File: config.mk
export PLATFORM = sky130hd
export DESIGN_NAME = playfair_digraph_cipher_top
export DESIGN_NICKNAME = d
export VERILOG_FILES = /design/src/rtl/core/pfc_pkg.sv /design/src/rtl/core/playfair_digraph_cipher_top.sv
export SDC_FILE = /design/constraint.sdc
export NUM_CORES = 1
export LEC_CHECK = 0
export CAP_MARGIN = 0
export CORE_ASPECT_RATIO = 1.4
export CORE_MARGIN = 1
export CORE_UTILIZATION = 50
export DETAILED_ROUTE_END_ITERATION = 10
export DONT_BUFFER_PORTS = 1
export PLACE_DENSITY_LB_ADDON = 0.2
export SYNTH_ARGS = -nofsm -noshare
export SYNTH_HDL_FRONTEND = slang
export SYNTH_SLANG_ARGS = --single-unit
File: constraint.sdc
create_clock -name clk -period 8.4 [get_ports clk]
set_input_delay 1.68 -clock clk [delete_from_list [all_inputs] [get_ports clk]]
set_output_delay 1.68 -clock clk [all_outputs]
set_load 0.01 [all_outputs]
File: src/rtl/core/pfc_pkg.sv
`timescale 1ns / 1ps

package pfc_pkg;

    // Letters are coded a = 0 to z = 25; a square cell index runs 0 to 24, row-major.
    typedef logic [4:0] letter_t;
    typedef logic [4:0] cell_idx_t;
    typedef logic [2:0] kind_t;
    typedef logic [2:0] coord_t;

    localparam int NUM_LETTERS = 26;
    localparam int NUM_CELLS   = 25;
    localparam int SIDE        = 5;

    localparam letter_t LETTER_I = 5'd8;
    localparam letter_t LETTER_J = 5'd9;

    // Item kinds.
    localparam kind_t KIND_KEY     = 3'd0;
    localparam kind_t KIND_CLOSE   = 3'd1;
    localparam kind_t KIND_ENCRYPT = 3'd2;
    localparam kind_t KIND_DECRYPT = 3'd3;
    localparam kind_t KIND_NEW_KEY = 3'd4;

    // The letters i and j share one cell, so j is always looked up as i.
    function automatic letter_t merge_j(input letter_t c);
        return (c == LETTER_J) ? LETTER_I : c;
    endfunction

    // Folds a stored position back into the square; positions are always below 25.
    function automatic cell_idx_t wrap_cell(input cell_idx_t p);
        return (p >= cell_idx_t'(NUM_CELLS)) ? cell_idx_t'(p - cell_idx_t'(NUM_CELLS)) : p;
    endfunction

    function automatic coord_t row_of(input cell_idx_t p);
        coord_t r;
        if (p >= 5'd20)
            r = 3'd4;
        else if (p >= 5'd15)
            r = 3'd3;
        else if (p >= 5'd10)
            r = 3'd2;
        else if (p >= 5'd5)
            r = 3'd1;
        else
            r = 3'd0;
        return r;
    endfunction

    function automatic coord_t col_of(input cell_idx_t p);
        cell_idx_t rem;
        rem = cell_idx_t'(p - cell_idx_t'(row_of(p)) * cell_idx_t'(SIDE));
        return rem[2:0];
    endfunction

    // One step along a row or column: forward for encryption, back for decryption.
    function automatic coord_t step_coord(input coord_t c, input logic back);
        logic [3:0] sum;
        sum = back ? ({1'b0, c} + 4'(SIDE - 1)) : ({1'b0, c} + 4'd1);
        if (sum >= 4'(SIDE))
            sum = sum - 4'(SIDE);
        return sum[2:0];
    endfunction

    function automatic cell_idx_t cell_at(input coord_t r, input coord_t c);
        return cell_idx_t'(cell_idx_t'(r) * cell_idx_t'(SIDE) + cell_idx_t'(c));
    endfunction

endpackage

File: src/rtl/core/playfair_digraph_cipher_top.sv
// Playfair cipher with an on-line key square builder. Send key letters (kind 0), then a close
// item (kind 1) to fill the rest of the alphabet and complete the square; afterwards each
// encrypt (kind 2) or decrypt (kind 3) item returns the transformed pair, and a new key item
// (kind 4) starts over. Every item gives exactly one result item. Items are processed one at
// a time: a key letter, new key or unused kind goes straight to the output register load; a pair
// reads both letter positions from the position memory, then reads both result
// cells from the square memory, then loads the output register; and a close item on an
// incomplete square first walks the 25 letters a to z other than j through
// the memory write port one per cycle. A result waiting in the output register does not hold
// up the next item until that item's own result is due.
`timescale 1ns / 1ps

module playfair_digraph_cipher_top (
    input  logic             clk,
    input  logic             rst_n,
    input  logic             item_valid,
    output logic             item_stall,
    input  pfc_pkg::kind_t   kind,
    input  pfc_pkg::letter_t letter_a,
    input  pfc_pkg::letter_t letter_b,
    output logic             result_valid,
    input  logic             result_stall,
    output pfc_pkg::letter_t out_a,
    output pfc_pkg::letter_t out_b,
    output logic             square_ready
);
    import pfc_pkg::*;

    typedef enum logic [1:0] {
        S_IDLE,
        S_POS,
        S_FILL,
        S_RESULT
    } state_t;

    // Key square storage: the letter in each cell, and the cell of each placed letter.
    letter_t   square_cells [NUM_CELLS];
    cell_idx_t letter_position [NUM_LETTERS];

    state_t                   state_reg;
    logic [NUM_LETTERS-1:0]   used_reg;
    cell_idx_t                fill_count_reg;
    logic                     complete_reg;
    letter_t                  walk_reg;
    logic                     decrypt_reg;
    logic                     res_pair_reg;
    logic                     res_ready_reg;
    cell_idx_t                pos_a_reg;
    cell_idx_t                pos_b_reg;
    letter_t                  cell_a_reg;
    letter_t                  cell_b_reg;
    letter_t                  out_a_reg;
    letter_t                  out_b_reg;
    logic                     ready_out_reg;
    logic                     result_valid_reg;

    logic      accept;
    logic      is_pair;
    logic      pair_ok;
    letter_t   key_c;
    letter_t   place_c;
    logic      place_en;
    logic      place_ok;
    letter_t   pos_addr_a;
    letter_t   pos_addr_b;
    cell_idx_t pa;
    cell_idx_t pb;
    coord_t    r1;
    coord_t    c1;
    coord_t    r2;
    coord_t    c2;
    cell_idx_t na;
    cell_idx_t nb;
    logic      out_free;
    letter_t   walk_next;

    // Input handshake: one item in flight at a time.
    assign item_stall = (state_reg != S_IDLE);
    assign accept     = item_valid && !item_stall;
    assign out_free   = !result_valid_reg || !result_stall;

    assign is_pair = (kind == KIND_ENCRYPT) || (kind == KIND_DECRYPT);
    assign pair_ok = accept && is_pair && complete_reg
                     && (letter_a < letter_t'(NUM_LETTERS))
                     && (letter_b < letter_t'(NUM_LETTERS));

    // Letter placement is shared by key letters and the closing walk.
    assign key_c    = merge_j(letter_a);
    assign place_c  = (state_reg == S_FILL) ? walk_reg : key_c;
    assign place_en = (state_reg == S_FILL)
                      || (accept && (kind == KIND_KEY) && !complete_reg);
    assign place_ok = place_en && (place_c < letter_t'(NUM_LETTERS))
                      && (fill_count_reg < cell_idx_t'(NUM_CELLS))
                      && !used_reg[place_c];

    // The closing walk skips j, which is covered by i.
    assign walk_next = (walk_reg == LETTER_I) ? letter_t'(LETTER_J + 5'd1)
                                              : letter_t'(walk_reg + 5'd1);

    assign pos_addr_a = merge_j(letter_a);
    assign pos_addr_b = merge_j(letter_b);

    // Playfair rules on the two positions read in the previous cycle.
    always_comb
    begin
        pa = wrap_cell(pos_a_reg);
        pb = wrap_cell(pos_b_reg);
        r1 = row_of(pa);
        c1 = col_of(pa);
        r2 = row_of(pb);
        c2 = col_of(pb);
        if (r1 == r2)
        begin
            na = cell_at(r1, step_coord(c1, decrypt_reg));
            nb = cell_at(r2, step_coord(c2, decrypt_reg));
        end
        else if (c1 == c2)
        begin
            na = cell_at(step_coord(r1, decrypt_reg), c1);
            nb = cell_at(step_coord(r2, decrypt_reg), c2);
        end
        else
        begin
            na = cell_at(r1, c2);
            nb = cell_at(r2, c1);
        end
    end

    // Position memory: written as letters are placed, read twice for a pair.
    always_ff @(posedge clk)
    begin
        if (place_ok)
            letter_position[place_c] <= fill_count_reg;
        if (pair_ok)
        begin
            pos_a_reg <= letter_position[pos_addr_a];
            pos_b_reg <= letter_position[pos_addr_b];
        end
    end

    // Square memory: written in fill order, read twice for the result letters.
    always_ff @(posedge clk)
    begin
        if (place_ok)
            square_cells[fill_count_reg] <= place_c;
        if (state_reg == S_POS)
        begin
            cell_a_reg <= square_cells[na];
            cell_b_reg <= square_cells[nb];
        end
    end

    // Control sequencer and output register.
    always_ff @(posedge clk or negedge rst_n)
    begin
        if (!rst_n)
        begin
            state_reg        <= S_IDLE;
            used_reg         <= '0;
            fill_count_reg   <= '0;
            complete_reg     <= 1'b0;
            walk_reg         <= '0;
            decrypt_reg      <= 1'b0;
            res_pair_reg     <= 1'b0;
            res_ready_reg    <= 1'b0;
            out_a_reg        <= '0;
            out_b_reg        <= '0;
            ready_out_reg    <= 1'b0;
            result_valid_reg <= 1'b0;
        end
        else
        begin
            if (place_ok)
            begin
                used_reg[place_c] <= 1'b1;
                fill_count_reg    <= cell_idx_t'(fill_count_reg + 5'd1);
            end

            // The consumer has taken the held item.
            if (result_valid_reg && !result_stall && (state_reg != S_RESULT))
                result_valid_reg <= 1'b0;

            case (state_reg)
                S_IDLE:
                begin
                    if (accept)
                    begin
                        res_pair_reg <= 1'b0;
                        decrypt_reg  <= (kind == KIND_DECRYPT);
                        state_reg    <= S_RESULT;
                        case (kind)
                            KIND_KEY:
                                res_ready_reg <= complete_reg;
                            KIND_CLOSE:
                            begin
                                res_ready_reg <= 1'b1;
                                if (!complete_reg)
                                begin
                                    walk_reg  <= '0;
                                    state_reg <= S_FILL;
                                end
                            end
                            KIND_ENCRYPT, KIND_DECRYPT:
                            begin
                                res_ready_reg <= pair_ok;
                                res_pair_reg  <= pair_ok;
                                if (pair_ok)
                                    state_reg <= S_POS;
                            end
                            KIND_NEW_KEY:
                            begin
                                used_reg       <= '0;
                                fill_count_reg <= '0;
                                complete_reg   <= 1'b0;
                                res_ready_reg  <= 1'b0;
                            end
                            default:
                                res_ready_reg <= complete_reg;
                        endcase
                    end
                end
                S_POS:
                    state_reg <= S_RESULT;
                S_FILL:
                begin
                    if (walk_reg == letter_t'(NUM_LETTERS - 1))
                    begin
                        complete_reg <= 1'b1;
                        state_reg    <= S_RESULT;
                    end
                    else
                        walk_reg <= walk_next;
                end
                S_RESULT:
                begin
                    if (out_free)
                    begin
                        out_a_reg        <= res_pair_reg ? cell_a_reg : '0;
                        out_b_reg        <= res_pair_reg ? cell_b_reg : '0;
                        ready_out_reg    <= res_ready_reg;
                        result_valid_reg <= 1'b1;
                        state_reg        <= S_IDLE;
                    end
                end
                default:
                    state_reg <= S_IDLE;
            endcase
        end
    end

    assign result_valid = result_valid_reg;
    assign out_a        = out_a_reg;
    assign out_b        = out_b_reg;
    assign square_ready = ready_out_reg;

    // The square never holds more than 25 letters.
    assert property (@(posedge clk) disable iff (!rst_n)
        fill_count_reg <= cell_idx_t'(NUM_CELLS))
        else $error("fill count beyond square size");

    // A result that is not ready carries zero letters.
    assert property (@(posedge clk) disable iff (!rst_n)
        (result_valid && !square_ready) |-> (out_a == '0 && out_b == '0))
        else $error("letters on a result that is not ready");

    // The closing walk only runs on an incomplete square.
    assert property (@(posedge clk) disable iff (!rst_n)
        (state_reg == S_FILL) |-> !complete_reg)
        else $error("fill walk on a complete square");

    // An accepted item is always followed by work or a result load.
    assert property (@(posedge clk) disable iff (!rst_n)
        accept |=> (state_reg != S_IDLE))
        else $error("accepted item dropped");

endmodule
==> flow_summary_export.csv <==
group,metric,value,unit
synth,syn-instance-count,1469,
clock_tree,cts.sinks,329,
synth,synth-main-ff-cell,"sky130_fd_sc_hd__edfxtp_1",
worst_setup_path,cp.arrival,7.99,ns
flow_run,cap_viol_max_count,0,
pwr,swShare,32.42,%
clock_tree,post-cts-setup-buffers,0,
timing,timing.final.crit_share,91.11,%
global_route,gr-total-overflow,0,
final_layout,finalInstanceArea,19770,µm²
floorplanning,die_area,37420,µm²
floorplanning,dieHeight,228.5,µm
timing,rsz0062_at_grt,"false",
clock_tree,clock_insertion_delay_worst_skew,0.52,ns
clock_tree,post_cts_resize_count,0,
worst_setup_path,ff2ff_setup_slack,0.75,ns
timing,hold_violations,0,
clock_tree,ctsHoldBuffers,0,
timing,fin_worst_hold_slack,0.4896,ns
global_route,grt_start_max_net_pins,55,
worst_hold_path,whs_path_depth,1,
final_layout,nets,1532,
global_route,grt_antenna_before_repair,1,
synth,synth.yosys.seq_area_share,52.46,%
worst_setup_path,cp_data_required_time,8.74,ns
timing,final.min_clock_period,7.654,ns
timing,finClkSkew,0.02004,ns
clock_tree,cts_max_level,2,
timing,setup_viol,0,
worst_setup_path,r2r.worst_path.cells,26,
worst_setup_path,worst_setup_path_end_kind,"register",
routing,average_detailed_routed_wire_length_per_instance,24.60,µm
synth,synthesis.area,18320,µm²
pwr,power.share.clock,28.6,%
synth,synthDistinctLibCells,80,
floorplanning,start_util,51.01,%
final_layout,multiInputGateArea,8158,µm²
clock_tree,total_clock_buffers_created_by_cts,34,
routing,drt_first_pass_iters,5,
timing,setup_slack,0.7465,ns
final_layout,insertedDiodeCount,0,
clock_tree,cts_tree,"done",
worst_hold_path,min_delay_worst_endpoint,"used_reg[20]",
global_route,vias_in_the_first_global_route,12420,
routing,drt_wl_total,47600,µm
pwr,combinationalPowerShare,27.8,%
synth,syn_avg_cell_area,12.47,µm²
placed_design,postPlaceCellArea,18690,µm²
worst_hold_path,hold_path_startpoint,"used_reg[20]",
final_layout,syn2layout_area_growth,7.937,%
synth,yosysWarnings,0,
floorplanning,placement_rows,82,
worst_setup_path,worst_setup_path_startpoint,"pos_b_reg[1]",
synth,synth_top_cells_by_area,"sky130_fd_sc_hd__edfxtp_1, sky130_fd_sc_hd__mux4_2, sky130_fd_sc_hd__dfrtp_1, sky130_fd_sc_hd__mux2i_1, sky130_fd_sc_hd__ha_1",
routing,route.vias.total,12110,
final_layout,largest_register_ffs,130,
pwr,peakVddDrop,209.3,µV
routing,drt_iter0_markers,1075,
worst_setup_path,r2r_start,"pos_b_reg[1]",
routing,drt_drc_violations_left,0,
placed_design,place_congestion,0.8980,
synth,synthArstFlopShare,16.41,%
floorplanning,ios,30,
synth,yosys_register_bits,329,
placed_design,dp_slack,0.8536,ns
worst_setup_path,worst_r2r_endpoint,"cell_b_reg[3]",
placed_design,placement.io_buffers,0,
global_route,grt.total_usage,25.97,%
floorplanning,core_area,35910,µm²
run_status,outcome,"finished clean",
global_route,grt_pass1_wl,72770,µm
final_layout,fraction_of_final_layout_cells_sized_beyond_drive_strength_1,13.71,%
timing,max_freq,130.7,MHz
pwr,power.share.sequential,43.6,%
worst_setup_path,timing.critical_path.from_type,"register",
worst_setup_path,setup.worst_path.class,"register to register",
final_layout,seqCellArea,9609,µm²
floorplanning,die_w,163.8,µm
clock_tree,path_clk_slew,0.06,ns
routing,ant_nets,0,
clock_tree,cts-root-to-sink-buffers,3,
timing,totalNegativeSetupSlack,0,ns
pwr,power.density_cell_area,262.5,nW/µm²
clock_tree,cts-root-buf,"sky130_fd_sc_hd__clkbuf_16",
placed_design,numPlacedInstances,1876,
final_layout,fill_count,2995,
worst_hold_path,path_type_of_the_worst_min_delay_path,"register to register",
placed_design,place_hpwl,34130,µm
timing,final-max-slew-violation-count,0,
synth,yosys.area.top_type_share,45.08,%
pwr,switch_pwr,1.683,mW
timing,worst_pin_slew,1.162,ns
worst_setup_path,critical_path.max_fanout,19,
pwr,cell_internal_pwr,3.508,mW
synth,syn_nets,1551,
synth,number_of_flops_mapped_to_enable_cells_by_yosys,275,
pwr,power_leakage,7.333,nW
timing,max_slew_margin,22.45,%
synth,synth_largest_area_cell,"sky130_fd_sc_hd__edfxtp_1",
routing,detail_route.vias_per_cell,6.257,
final_layout,final-instance-count-excl-fill,1935,
-- worst max-delay path: stages (launching register included) --
cell and delay, ns:
sky130_fd_sc_hd__edfxtp_1 0.48, sky130_fd_sc_hd__inv_1 0.12, sky130_fd_sc_hd__ha_1 0.22, sky130_fd_sc_hd__nor3_1 0.10, sky130_fd_sc_hd__or3_1 0.48, sky130_fd_sc_hd__a31oi_1 0.66, sky130_fd_sc_hd__nor2_1 0.26, sky130_fd_sc_hd__ha_1 0.27
sky130_fd_sc_hd__fa_1 0.58, sky130_fd_sc_hd__inv_1 0.14, sky130_fd_sc_hd__ha_1 0.29, sky130_fd_sc_hd__mux2i_1 0.26, sky130_fd_sc_hd__ha_1 0.31, sky130_fd_sc_hd__nand2b_1 0.10, sky130_fd_sc_hd__o21ai_0 0.08, sky130_fd_sc_hd__a22oi_1 0.09
sky130_fd_sc_hd__o22ai_1 0.28, sky130_fd_sc_hd__xnor2_1 0.12, sky130_fd_sc_hd__ha_1 0.24, sky130_fd_sc_hd__fa_1 0.43, sky130_fd_sc_hd__xor2_1 0.18, sky130_fd_sc_hd__nor2_1 0.08, sky130_fd_sc_hd__nor2_2 0.76, sky130_fd_sc_hd__mux2i_1 0.17
sky130_fd_sc_hd__mux2_2 0.31, sky130_fd_sc_hd__a22o_1 0.22, sky130_fd_sc_hd__nor4b_2 0.23
-- cells in the final DEF (no fill, tap or decap), types with 15 or more instances in the layout --
cell and n:
sky130_fd_sc_hd__a21o_1 17, sky130_fd_sc_hd__a21oi_1 77, sky130_fd_sc_hd__buf_4 19, sky130_fd_sc_hd__clkbuf_16 35, sky130_fd_sc_hd__dfrtp_1 54, sky130_fd_sc_hd__edfxtp_1 275, sky130_fd_sc_hd__ha_1 57, sky130_fd_sc_hd__inv_1 54
sky130_fd_sc_hd__mux2_2 45, sky130_fd_sc_hd__mux2i_1 114, sky130_fd_sc_hd__mux4_2 61, sky130_fd_sc_hd__nand2_1 152, sky130_fd_sc_hd__nand3_1 21, sky130_fd_sc_hd__nor2_1 110, sky130_fd_sc_hd__nor3_1 18, sky130_fd_sc_hd__o21a_1 30
sky130_fd_sc_hd__o21ai_0 46, sky130_fd_sc_hd__o22ai_1 15, sky130_fd_sc_hd__xnor2_1 17
-- cell usage after synthesis (18+ instances only) --
cell type                  count
sky130_fd_sc_hd__edfxtp_1    275
sky130_fd_sc_hd__mux2_2       45
sky130_fd_sc_hd__mux2i_1     114
sky130_fd_sc_hd__o21ai_0      46
sky130_fd_sc_hd__nor2_1      111
sky130_fd_sc_hd__nand3_1      21
sky130_fd_sc_hd__a21oi_1      77
sky130_fd_sc_hd__buf_2        21
sky130_fd_sc_hd__inv_1        54
sky130_fd_sc_hd__clkbuf_1     36
sky130_fd_sc_hd__mux4_2       61
sky130_fd_sc_hd__nor3_1       18
sky130_fd_sc_hd__ha_1         57
sky130_fd_sc_hd__nand2_1     152
sky130_fd_sc_hd__dfrtp_1      54
sky130_fd_sc_hd__o21a_1       30
-- layer usage --
metal / share of wire (%) / GRT usage (%) / up-vias
met5: 0 / 0 / -
met4: 5.1 / 12.27 / 0
met3: 5.5 / 4.228 / 112
met2: 52 / 46.13 / 388
met1: 37 / 30.18 / 6062
li1: - / - / 5545
-- power by group through the flow --
| stage | Combinational (mW) | Sequential, mW | Clock [mW] |
|---|---|---|---|
| floorplan | 1.05 | 2.24 | 0 |
| global placement | 1.41 | 2.29 | 0 |
| detailed placement | 1.44 | 2.30 | 0 |
| CTS | 1.45 | 2.26 | 1.50 |
| global route | 1.58 | 2.28 | 1.57 |
| finish | 1.44 | 2.26 | 1.49 |
-- cells by family (layout without fill, tap and decap cells) --
group / after synthesis / count (layout) / synth area share [%]
buffers and inverters: 129 / 133 / 3.190
multiplexers: 221 / 221 / 16.58
adder cells (fa/ha/maj): 65 / 65 / 4.768
AO/OA/AOI/OAI: 307 / 307 / 11.66
flip-flops: 329 / 329 / 52.46
XOR/XNOR: 28 / 28 / 1.339
AND/OR/NAND/NOR: 390 / 390 / 10.01
-- worst max path at each step --
stage and to:
6_report cell_b_reg[3], 5_1_grt cell_b_reg[2], 4_1_cts cell_b_reg[1], 3_5_place_dp cell_b_reg[1]
3_3_place_gp cell_a_reg[3], 2_1_floorplan cell_a_reg[1]
-- stage by stage --
step	power (mW)	utilization (%)
finish	5.190	55.06
global route	5.433	55.06
CTS	5.210	55.06
detailed placement	3.736	52.06
global placement	3.704	52.06
floorplan	3.284	-
-- cell type report --
| type | instances | share of cell area, % |
|---|---|---|
| flip-flops and latches | 329 | 48.60 |
| multi-input cells | 1011 | 41.26 |
| repair buffers | 19 | 0.7214 |
| clock buffers | 47 | 4.759 |
| well taps | 462 | 2.924 |
| inverters | 55 | 1.044 |
| clock inverters | 12 | 0.6898 |
No activity file was read; power rests on OpenSTA's default activity.
